[src/rtl/core/rrts_pkg.sv]
// shared types, constants and codes for the round-robin thread scheduler
package rrts_pkg;

  localparam int MAX_THREADS = 8;
  localparam int SLOT_W      = (MAX_THREADS > 1) ? $clog2(MAX_THREADS) : 1;
  localparam int CNT_W       = $clog2(MAX_THREADS + 1);
  localparam int DATA_W      = 32;

  typedef logic [SLOT_W-1:0]      slot_t;
  typedef logic [CNT_W-1:0]       cnt_t;
  typedef logic [DATA_W-1:0]      word_t;
  typedef logic [MAX_THREADS-1:0] mask_t;

  typedef enum logic [1:0] {
    REQ_TICK  = 2'd0,
    REQ_YIELD = 2'd1,
    REQ_SLEEP = 2'd2,
    REQ_ADD   = 2'd3
  } req_e;

  typedef enum logic [1:0] {
    ST_OK      = 2'd0,
    ST_FULL    = 2'd1,
    ST_EMPTY   = 2'd2,
    ST_NOREADY = 2'd3
  } status_e;

  typedef enum logic [3:0] {
    S_IDLE,
    S_ADD,
    S_INC,
    S_WAKE,
    S_DIFF,
    S_CMP,
    S_PARK,
    S_ROT,
    S_DONE
  } state_e;

  typedef struct packed {
    logic [1:0]  req_type;
    logic [31:0] period;
    logic [31:0] sleep_ticks;
  } in_t;

  typedef struct packed {
    logic [1:0]  status;
    logic        switched;
    logic [2:0]  running_thread;
    logic [7:0]  woken_mask;
    logic [31:0] tick_now;
  } out_t;

  // write command into the slot table
  typedef struct packed {
    logic  wr_period;
    logic  wr_last;
    logic  wr_sleep;
    logic  wr_flag;
    slot_t idx;
    logic  flag_val;
    word_t period;
    word_t last;
    word_t sleep;
  } tbl_cmd_t;

endpackage

[src/rtl/core/rrts_alu.sv]
// shared 32-bit subtractor with borrow and zero flags
module rrts_alu (
  input  rrts_pkg::word_t a,
  input  rrts_pkg::word_t b,
  output rrts_pkg::word_t diff,
  output logic            borrow,
  output logic            zero
);

  logic [rrts_pkg::DATA_W:0] full;

  assign full   = {1'b0, a} - {1'b0, b};
  assign diff   = full[rrts_pkg::DATA_W-1:0];
  assign borrow = full[rrts_pkg::DATA_W];
  assign zero   = (diff == '0);

endmodule

[src/rtl/core/rrts_slot_table.sv]
// per-slot storage: period, last-run tick, sleep countdown and sleeping flags
module rrts_slot_table (
  input  logic               clk,
  input  logic               rst_n,
  input  rrts_pkg::tbl_cmd_t cmd,
  input  rrts_pkg::slot_t    rd_idx,
  output rrts_pkg::word_t    rd_period,
  output rrts_pkg::word_t    rd_last,
  output rrts_pkg::word_t    rd_sleep,
  output logic               rd_sleeping
);

  rrts_pkg::word_t period_r [rrts_pkg::MAX_THREADS];
  rrts_pkg::word_t last_r   [rrts_pkg::MAX_THREADS];
  rrts_pkg::word_t sleep_r  [rrts_pkg::MAX_THREADS];
  rrts_pkg::mask_t flag_r;

  always_ff @(posedge clk) begin
    if (cmd.wr_period) begin
      period_r[cmd.idx] <= cmd.period;
    end
    if (cmd.wr_last) begin
      last_r[cmd.idx] <= cmd.last;
    end
    if (cmd.wr_sleep) begin
      sleep_r[cmd.idx] <= cmd.sleep;
    end
  end

  // sleeping flags reset to all ready
  always_ff @(posedge clk) begin
    if (!rst_n) begin
      flag_r <= '0;
    end else if (cmd.wr_flag) begin
      flag_r[cmd.idx] <= cmd.flag_val;
    end
  end

  assign rd_period   = period_r[rd_idx];
  assign rd_last     = last_r[rd_idx];
  assign rd_sleep    = sleep_r[rd_idx];
  assign rd_sleeping = flag_r[rd_idx];

endmodule

[src/rtl/core/round_robin_thread_scheduler_top.sv]
// top level: request sequencer, scheduler registers, slot table and shared subtractor
//
// round-robin thread scheduler with sleep timers. a request beat is taken when
// start is high and busy is low; busy then stays high until the single result
// beat has been shown on out_data with out_valid high for exactly one cycle.
// the receiver cannot stall, so the result must be captured in that cycle.
// the arithmetic steps of an item share one 32-bit subtractor, and the
// sequencer steps over the slot table one slot per cycle, so how long an item
// takes depends on the request and on the number of added threads n:
//   add:          writes the next free slot, or reports full
//   tick:         increments the tick, counts down the sleep timers of all n
//                 slots, compares elapsed ticks with the period, rotates if run out
//   yield, sleep: rotation scans at most n slots
//   tick, yield or sleep with no threads: reports empty
// after the result beat the sequencer returns to idle before the next start is taken.
module round_robin_thread_scheduler_top (
  input  logic           clk,
  input  logic           rst_n,
  input  logic           start,
  output logic           busy,
  input  rrts_pkg::in_t  in_data,
  output logic           out_valid,
  output rrts_pkg::out_t out_data
);

  rrts_pkg::state_e state_r, state_nxt;

  // scheduler state
  rrts_pkg::word_t tick_r, tick_nxt;
  rrts_pkg::slot_t cur_r, cur_nxt;
  rrts_pkg::cnt_t  used_r, used_nxt;

  // latched request beat
  rrts_pkg::in_t   req_r, req_nxt;

  // per-item working registers
  rrts_pkg::slot_t idx_r, idx_nxt;       // scan pointer
  rrts_pkg::cnt_t  rot_k_r, rot_k_nxt;   // slots visited by rotation
  rrts_pkg::word_t diff_r, diff_nxt;     // ticks since current slot last ran
  rrts_pkg::mask_t woken_r, woken_nxt;
  logic [1:0]      status_r, status_nxt;
  logic            switched_r, switched_nxt;

  // slot table and shared subtractor hookup
  rrts_pkg::tbl_cmd_t cmd;
  rrts_pkg::slot_t    rd_idx;
  rrts_pkg::word_t    rd_period, rd_last, rd_sleep;
  logic               rd_sleeping;
  rrts_pkg::word_t    alu_a, alu_b, alu_diff;
  logic               alu_borrow, alu_zero;

  // cyclic step of the scan pointer among used slots
  logic            idx_last;
  rrts_pkg::slot_t idx_step;
  logic            table_full;
  logic            rot_last;

  assign idx_last   = ((rrts_pkg::cnt_t'(idx_r) + rrts_pkg::cnt_t'(1)) == used_r);
  assign idx_step   = idx_last ? '0 : idx_r + rrts_pkg::slot_t'(1);
  assign table_full = (used_r == rrts_pkg::cnt_t'(rrts_pkg::MAX_THREADS));
  assign rot_last   = ((rot_k_r + rrts_pkg::cnt_t'(1)) == used_r);

  rrts_slot_table u_table (
    .clk         (clk),
    .rst_n       (rst_n),
    .cmd         (cmd),
    .rd_idx      (rd_idx),
    .rd_period   (rd_period),
    .rd_last     (rd_last),
    .rd_sleep    (rd_sleep),
    .rd_sleeping (rd_sleeping)
  );

  rrts_alu u_alu (
    .a      (alu_a),
    .b      (alu_b),
    .diff   (alu_diff),
    .borrow (alu_borrow),
    .zero   (alu_zero)
  );

  // next state
  always_comb begin
    state_nxt = state_r;
    case (state_r)
      rrts_pkg::S_IDLE: begin
        if (start) begin
          case (in_data.req_type)
            rrts_pkg::REQ_ADD:  state_nxt = rrts_pkg::S_ADD;
            rrts_pkg::REQ_TICK: state_nxt = rrts_pkg::S_INC;
            default:            state_nxt = rrts_pkg::S_PARK;
          endcase
        end
      end
      rrts_pkg::S_ADD: state_nxt = rrts_pkg::S_DONE;
      rrts_pkg::S_INC: begin
        state_nxt = (used_r == '0) ? rrts_pkg::S_DONE : rrts_pkg::S_WAKE;
      end
      rrts_pkg::S_WAKE: begin
        if (idx_last) begin
          state_nxt = rrts_pkg::S_DIFF;
        end
      end
      rrts_pkg::S_DIFF: state_nxt = rrts_pkg::S_CMP;
      rrts_pkg::S_CMP: begin
        // slice ran out when period <= elapsed
        state_nxt = alu_borrow ? rrts_pkg::S_DONE : rrts_pkg::S_ROT;
      end
      rrts_pkg::S_PARK: begin
        state_nxt = (used_r == '0) ? rrts_pkg::S_DONE : rrts_pkg::S_ROT;
      end
      rrts_pkg::S_ROT: begin
        if (!rd_sleeping || rot_last) begin
          state_nxt = rrts_pkg::S_DONE;
        end
      end
      rrts_pkg::S_DONE: state_nxt = rrts_pkg::S_IDLE;
      default:          state_nxt = rrts_pkg::S_IDLE;
    endcase
  end

  // datapath control and register next values
  always_comb begin
    tick_nxt     = tick_r;
    cur_nxt      = cur_r;
    used_nxt     = used_r;
    req_nxt      = req_r;
    idx_nxt      = idx_r;
    rot_k_nxt    = rot_k_r;
    diff_nxt     = diff_r;
    woken_nxt    = woken_r;
    status_nxt   = status_r;
    switched_nxt = switched_r;
    rd_idx       = cur_r;
    alu_a        = tick_r;
    alu_b        = '1;
    cmd          = '0;
    cmd.idx      = cur_r;
    cmd.last     = tick_r;

    case (state_r)
      rrts_pkg::S_IDLE: begin
        if (start) begin
          req_nxt      = in_data;
          woken_nxt    = '0;
          switched_nxt = 1'b0;
          status_nxt   = rrts_pkg::ST_OK;
        end
      end
      rrts_pkg::S_ADD: begin
        if (table_full) begin
          status_nxt = rrts_pkg::ST_FULL;
        end else begin
          cmd.idx       = rrts_pkg::slot_t'(used_r);
          cmd.wr_period = 1'b1;
          cmd.period    = req_r.period;
          cmd.wr_last   = 1'b1;
          cmd.wr_sleep  = 1'b1;
          cmd.sleep     = '0;
          cmd.wr_flag   = 1'b1;
          cmd.flag_val  = 1'b0;
          used_nxt      = used_r + rrts_pkg::cnt_t'(1);
        end
      end
      rrts_pkg::S_INC: begin
        // tick - (all ones) is tick + 1 modulo 2^32
        tick_nxt = alu_diff;
        idx_nxt  = '0;
        if (used_r == '0) begin
          status_nxt = rrts_pkg::ST_EMPTY;
        end
      end
      rrts_pkg::S_WAKE: begin
        rd_idx = idx_r;
        alu_a  = rd_sleep;
        alu_b  = rrts_pkg::word_t'(1);
        if (rd_sleeping) begin
          cmd.idx      = idx_r;
          cmd.wr_sleep = 1'b1;
          cmd.sleep    = alu_diff;
          if (alu_zero) begin
            cmd.wr_flag       = 1'b1;
            cmd.flag_val      = 1'b0;
            woken_nxt[idx_r]  = 1'b1;
          end
        end
        idx_nxt = idx_step;
      end
      rrts_pkg::S_DIFF: begin
        alu_a    = tick_r;
        alu_b    = rd_last;
        diff_nxt = alu_diff;
      end
      rrts_pkg::S_CMP: begin
        alu_a     = diff_r;
        alu_b     = rd_period;
        idx_nxt   = cur_r;
        rot_k_nxt = '0;
      end
      rrts_pkg::S_PARK: begin
        idx_nxt   = cur_r;
        rot_k_nxt = '0;
        if (used_r == '0) begin
          status_nxt = rrts_pkg::ST_EMPTY;
        end else if ((req_r.req_type == rrts_pkg::REQ_SLEEP) &&
                     (req_r.sleep_ticks != '0)) begin
          cmd.wr_sleep = 1'b1;
          cmd.sleep    = req_r.sleep_ticks;
          cmd.wr_flag  = 1'b1;
          cmd.flag_val = 1'b1;
        end
      end
      rrts_pkg::S_ROT: begin
        // visit the next used slot in cyclic order, the current one last
        rd_idx    = idx_step;
        idx_nxt   = idx_step;
        rot_k_nxt = rot_k_r + rrts_pkg::cnt_t'(1);
        if (!rd_sleeping) begin
          cur_nxt      = idx_step;
          cmd.idx      = idx_step;
          cmd.wr_last  = 1'b1;
          switched_nxt = 1'b1;
        end else if (rot_last) begin
          status_nxt = rrts_pkg::ST_NOREADY;
        end
      end
      rrts_pkg::S_DONE: begin
      end
      default: begin
      end
    endcase
  end

  always_ff @(posedge clk) begin
    if (!rst_n) begin
      state_r    <= rrts_pkg::S_IDLE;
      tick_r     <= '0;
      cur_r      <= '0;
      used_r     <= '0;
      switched_r <= 1'b0;
      status_r   <= rrts_pkg::ST_OK;
      woken_r    <= '0;
    end else begin
      state_r    <= state_nxt;
      tick_r     <= tick_nxt;
      cur_r      <= cur_nxt;
      used_r     <= used_nxt;
      switched_r <= switched_nxt;
      status_r   <= status_nxt;
      woken_r    <= woken_nxt;
    end
  end

  // working registers, no reset needed
  always_ff @(posedge clk) begin
    req_r   <= req_nxt;
    idx_r   <= idx_nxt;
    rot_k_r <= rot_k_nxt;
    diff_r  <= diff_nxt;
  end

  // result beat: low bits of slot index and wake mask
  logic [rrts_pkg::SLOT_W+2:0]      cur_ext;
  logic [rrts_pkg::MAX_THREADS+7:0] woken_ext;

  assign cur_ext   = {3'b000, cur_r};
  assign woken_ext = {8'h00, woken_r};

  assign busy      = (state_r != rrts_pkg::S_IDLE);
  assign out_valid = (state_r == rrts_pkg::S_DONE);

  always_comb begin
    out_data.status         = status_r;
    out_data.switched       = switched_r;
    out_data.running_thread = cur_ext[2:0];
    out_data.woken_mask     = woken_ext[7:0];
    out_data.tick_now       = tick_r;
  end

endmodule
[config.mk]
export PLATFORM = sky130hd
export DESIGN_NAME = round_robin_thread_scheduler_top
export DESIGN_NICKNAME = d
export VERILOG_FILES = /design/src/rtl/core/rrts_pkg.sv /design/src/rtl/core/rrts_alu.sv /design/src/rtl/core/rrts_slot_table.sv /design/src/rtl/core/round_robin_thread_scheduler_top.sv
export SDC_FILE = /design/constraint.sdc
export NUM_CORES = 1
export LEC_CHECK = 0
export BUFFER_PORTS_ARGS = -buffer_cell sky130_fd_sc_hd__clkbuf_2
export CORE_ASPECT_RATIO = 1.1
export CORE_UTILIZATION = 45
export CTS_BUF_LIST = sky130_fd_sc_hd__clkbuf_4
export CTS_CLUSTER_DIAMETER = 150
export DETAILED_ROUTE_END_ITERATION = 12
export PLACE_DENSITY = 0.67
export SETUP_SLACK_MARGIN = 0.3
export SLEW_MARGIN = 40
export SYNTH_ARGS = -nofsm -noshare
export SYNTH_HDL_FRONTEND = slang
export SYNTH_HIERARCHICAL = 1
export SYNTH_SLANG_ARGS = --single-unit
[constraint.sdc]
create_clock -name clk -period 11.7 [get_ports clk]
set_input_delay 1.755 -clock clk [delete_from_list [all_inputs] [get_ports clk]]
set_output_delay 1.755 -clock clk [all_outputs]
set_load 0.02 [all_outputs]
# After elaboration in Yosys (flattened, before gate mapping)
# Memory sizes are Yosys's and may differ from the RTL's.
# Cells that the tools add are included.
[totals]
wordCells = 136
n_memories = 3
output_inout_bits = 48
mem_bits_ro = 0
regBits = 167
input_bits = 69
latchBits = 0
ram_bits = 768
[memory_table]
columns = ["memory", "depth", "width", "read_ports", "rd_ports_with_merged_regs", "wr", "line_no", "rtl"]
rows = [
  ["u_table.last_r", 8, 32, 1, 0, 1, "rrts_slot_table.sv:14", "rrts_pkg::word_t last_r [rrts_pkg::MAX_THREADS];"],
  ["u_table.period_r", 8, 32, 1, 0, 1, "rrts_slot_table.sv:13", "rrts_pkg::word_t period_r [rrts_pkg::MAX_THREADS];"],
  ["u_table.sleep_r", 8, 32, 1, 0, 1, "rrts_slot_table.sv:15", "rrts_pkg::word_t sleep_r [rrts_pkg::MAX_THREADS];"],
]
[op_classes]
n_eq_ne = 23
mux = 59
reduce_logical = 25
shifts = 0
div = 0
multipliers = 0
magnitude_cmp = 5
add_sub_neg = 5
bitwise = 2
[ops]
columns = ["op", "count"]
rows = [
  ["two-way mux 32 bit", 4],
  ["one-hot mux 32 bit (2 select lines)", 2],
  ["one-hot mux 32 bit (3 select lines)", 1],
  ["two-way mux 40 bit", 1],
  ["subtractor 32 x 32 -> 33 bit", 1],
  ["zero test 32 bit", 1],
  ["one-hot mux 4 bit (8 select lines)", 1],
  ["nonzero test 32 bit", 1],
  ["two-way mux 4 bit", 6],
  ["two-way mux 8 bit", 3],
  ["!= test 2 bit, second input constant", 9],
  ["one-hot mux 3 bit (3 select lines)", 2],
  ["equality test 4 x 3 -> 1 bit, second input constant", 4],
  ["two-way mux 1 bit", 16],
  ["one-hot mux 8 bit (2 select lines)", 1],
  ["two-way mux 2 bit", 7],
  ["less-than comparator 3 x 4 -> 1 bit, second input constant", 3],
  ["one-hot mux 3 bit (2 select lines)", 2],
  ["adder 4 x 1 -> 4 bit, second input constant", 2],
  ["bitwise mux 8 bit", 1],
  ["equality test 4 x 2 -> 1 bit, second input constant", 2],
  ["equality test 4 bit", 2],
  ["equality test 4 bit, second input constant", 2],
  ["zero test 4 bit", 2],
  ["other kinds (29)", 43],
]

# Longest topological paths before layout
# An unclocked memory read counts as a cell.
[depth]
word_depth = 16
depth_mapped = 32
ltp_nobuf = 29

# Hierarchy
# The synthesis kept the hierarchy.
[modules_own_cells]
columns = ["mod", "cells_each", "instances", "area_each_um2", "seq_area_each_um2"]
rows = [
  ["rrts_slot_table", 1190, 1, 29379.4, 23222.3],
  ["round_robin_thread_scheduler_top", 744, 1, 7868.8, 4234.1],
  ["rrts_alu", 274, 1, 1863.0, 0.0],
]

# Worst setup path after synthesis
# No wires, ideal clock.
[synth_path]
path_type = "register -> register"
start = "reg idx_r[1]"
end = "reg u_table.flag_r[7]"
synth_period_minus_slack_ns = 7.119
path_slack_ns = 4.581
arrival_time_ns = 7.044
t_required_ns = 11.624
n_path_buf = 3
stages_incl_launch_ff = 31
setup_ns = 0.076
cell_sequence = "edfxtp_1 -> ha_1 -> xnor2_1 -> xnor2_1 -> nand3b_1 -> a21oi_1 -> o21ai_0 -> clkbuf_1 -> buf_6 -> buf_6 -> mux4_2 -> mux2_2 -> mux2i_1 -> nand3_1 -> ha_1 -> fa_1 -> nand2b_1 -> a21o_2 -> nand2_1 -> xor2_1 -> or4b_1 -> or3_1 -> nor4_1 -> nand4b_1 -> or4_1 -> or4_1 -> nor4b_2 -> a211o_1 -> nand2_1 -> or3_1 -> a21boi_0"
[synth_rtl]
columns = ["item", "line_no", "rtl"]
rows = [
  ["start, declared", "round_robin_thread_scheduler_top.sv:37", "rrts_pkg::slot_t idx_r, idx_nxt;"],
  ["start signal, assigned", "round_robin_thread_scheduler_top.sv:257", "idx_r <= idx_nxt;"],
  ["end signal, assigned by index", "rrts_slot_table.sv:35", "flag_r[cmd.idx] <= cmd.flag_val;"],
  ["end, declared", "rrts_slot_table.sv:16", "rrts_pkg::mask_t flag_r;"],
]

==> reports/results.ini <==
[timing]
setup_viol=0
skew_ns=0.0886
period_minus_slack_ns=9.52
tightest_slew_ns=0.863
slew_headroom=0.420
slew_viol_final=0
rsz0062_at_grt=false
setup_ws_ns=2.18
setup_tns_ns=0
hold_viol_final=0
max_freq_ghz=0.105
finalCritPeriodShare=0.813

[critical_path]
crit_start=state_r[1]
crit_slowest_cell=dfxtp_1
worst_ep_required_time_ns=12.72
end_kind=register
cpPeakStageDelay_ns=0.84
cpMostUsedCell=or4_1
cp_max_fo=38
worstSetupStartpointType=register
r2r_start=state_r[1]
critPathKind=reg2reg
worstPathArrival_ns=10.53

[die]
coreArea_sq_mm=0.0862
rows=113
fp.dieH_um=311
dieArea_sq_mm=0.0881
die_x_um=283
initial_core_util=0.453
io-pin-count=117

[route]
vias=21800
drt_iter0_markers=1937
vias_per_cell=5.74
drt_pre_antenna_iters=5
antenna_left=0
drt_wl_total_um=96800
drcViolationCount=0
wl_per_cell_um=25.5

[flow_run]
maxCapViolCount=0

[placement]
dp_slack_ns=2.27
gp_congestion=0.933
port_buffers=116
place_hpwl_um=60400

[global_route]
grt_first_pass_wirelength_um=143000
grt_pass1_vias=22400
overflow=0
grt_usage=0.221
grt_max_degree=75
antenna_found_initial=4

[synth]
synth_xor_area_frac=0.0101
synth_cell_types=80
asyncSetResetFlopFracSynth=0
synth_compound_area_frac=0.0555
avgSynthCellArea_sq_um=17.7
synth-simple-area-share=0.0505
syn_nets=2316
postSynthCellCount=2208
ys.flop_type=edfxtp_1
synth_top_family_by_area=multiplexers
synth_warnings=6
ys_seq_area_frac=0.702
synth_edf_count=873
netlist_area_sq_mm=0.0391
synth_adder_area_share=0.0127
synth_seq_cells=935
muxShareOfSynthArea=0.140

[clock_tree]
cts-resized-gates=0
cts_buffers=226
clock_latency_ns=1.13
clock-root-buffer=clkbuf_4
clockBufferDepth=3
clock_sinks=935
clkTransAtPathRegs_ns=0.07
postCtsSetupBuffers=0
tritoncts=built
cts-htree-levels=4
ctsHoldBuffers=0

[power]
combinationalPowerShare=0.188
powerDensity_mw_per_mm2=192
p_clk_frac=0.317
p_switching_mw=2.52
ir_drop_uv=100
seqPwrFrac=0.495
netSwitchingFraction=0.299
p_int_mw=5.91
p_leak_nw=14.4

[min_path]
hold_path_class=reg2reg
holdCritStartpoint=woken_r[1]

[layout]
fin_util=0.509
drive_gt1_frac=0.337
nets=2565
area_growth_syn_to_layout_pct=12.3

[run_status]
outcome=finished, final reports clean

final timing paths:
kind                                          end  slack, ns  cells past startpoint
worst max register to register  u_table/flag_r[3]       2.18                     25
worst min register to register         woken_r[1]       0.48                      2
worst min-delay path                   woken_r[1]       0.48                      2
worst max-delay path            u_table/flag_r[3]       2.18                     25
worst max-delay path: cells and delay by family (launching register included):
kind	cells	cell delay, ns
muxes	2	0.68
xor gates and xnor gates	1	0.21
DFF	1	0.84
buffers and inverters	3	1.04
and+or+nand+nor	10	4.29
AOI/OAI and AO/OA	8	2.00
adders and majority gates	1	0.32
through the flow:
stage	area [sq um]	total power, mW	instances	hold WS (ns)
5_1_grt	43900	8.80	3788	0.511
4_1_cts	43900	8.51	3782	0.486
6_report	43900	8.43	3788	0.479
2_1_floorplan	39100	5.19	2208	0.449
3_5_place_dp	41000	5.83	3379	0.472
3_3_place_gp	40900	5.80	3376	0.455
state kept, by name, indices dropped and copies added, names as in the netlist, 2 cells and up:
register and flops:
u_table/last_r 256, u_table/period_r 256, status_r 2, tick_r 32, state_r 4, woken_r 8
req_r 66, rot_k_r 4, u_table/flag_r 8, diff_r 32, cur_r 3, u_table/sleep_r 256
idx_r 3, used_r 4
power by group through the flow:
stage          sequential, mW  combinational, mW  clock [mW]
2_1_floorplan            4.13               1.06           0
3_3_place_gp             4.24               1.56           0
3_5_place_dp             4.25               1.58           0
4_1_cts                  4.18               1.59        2.74
5_1_grt                  4.20               1.69        2.91
6_report                 4.18               1.59        2.67
Yosys cell counts (4+ instances only):
master / instances / area [sq um]
a21boi_0: 40 / 300
a21o_1: 15 / 113
a21oi_1: 46 / 230
a221o_1: 31 / 310
a22o_1: 33 / 289
a22oi_1: 37 / 278
a31oi_1: 5 / 31.3
and2_1: 13 / 81.3
and3_1: 35 / 219
buf_1: 17 / 63.8
buf_2: 26 / 130
buf_4: 37 / 278
buf_6: 25 / 282
clkbuf_1: 51 / 191
dfxtp_1: 62 / 1240
edfxtp_1: 873 / 26200
ha_1: 38 / 475
inv_1: 49 / 184
mux2_2: 98 / 1100
mux4_2: 194 / 4370
nand2_1: 172 / 646
nand2b_1: 14 / 87.6
nand3_1: 16 / 80.1
nand3b_1: 6 / 45.0
nand4_1: 8 / 50.1
nor2_1: 65 / 244
nor2b_1: 12 / 75.1
nor3_1: 5 / 25.0
nor4_1: 12 / 75.1
o211ai_1: 4 / 30.0
o21a_1: 7 / 52.6
o21ai_0: 37 / 185
or3_1: 10 / 62.6
xnor2_1: 31 / 272
xor2_1: 14 / 123
layer usage:
metal	up-vias	GRT usage	wire length (um)
met5	-	0	0
met1	11300	0.281	38100
met2	834	0.378	50000
met3	138	0.0445	6330
li1	9471	-	-
met4	0	0.0738	2360
layout make-up:
class | count | area (sq um)
Fill cell | 7205 | 42300
Clock buffer | 328 | 2460
Multi-Input combinational cell | 1068 | 10800
Sequential cell | 935 | 27500
Clock inverter | 75 | 469
Antenna cell | 6 | 15.0
Tap cell | 1150 | 1440
Inverter | 49 | 184
Timing Repair Buffer | 177 | 1110
cell families (layout without fill, tap and decap cells):
logic type / after synthesis / after routing
AO/OA/AOI/OAI: 293 / 293
XOR/XNOR: 45 / 45
adder cells (fa/ha/maj): 39 / 39
buffers and inverters: 205 / 629
flip-flops: 935 / 935
multiplexers: 294 / 294
other: 0 / 6
AND/OR/NAND/NOR: 397 / 397
placed cells by master (no fill, tap or decap), types with 6 or more instances in the layout:
cell,n
mux2_2,98
diode_2,6
and3_1,34
a21oi_1,45
inv_1,48
nor4_1,12
dfxtp_1,61
nor2_1,40
o21ai_0,35
ha_1,38
mux4_2,194
nand4_1,8
nand2b_1,14
edfxtp_1,873
clkbuf_2,116
clkinv_1,43
o21a_1,7
xor2_1,14
xnor2_1,31
nor2_4,24
clkinv_2,16
or3_1,10
nand2_1,170
and2_1,12
a22o_1,33
nand3b_1,6
nand3_1,16
a21boi_0,40
a22oi_1,37
clkbuf_4,328
nor2b_1,12
a21o_1,15
a221o_1,31
buf_4,54
(Power assumes the default switching activity.)
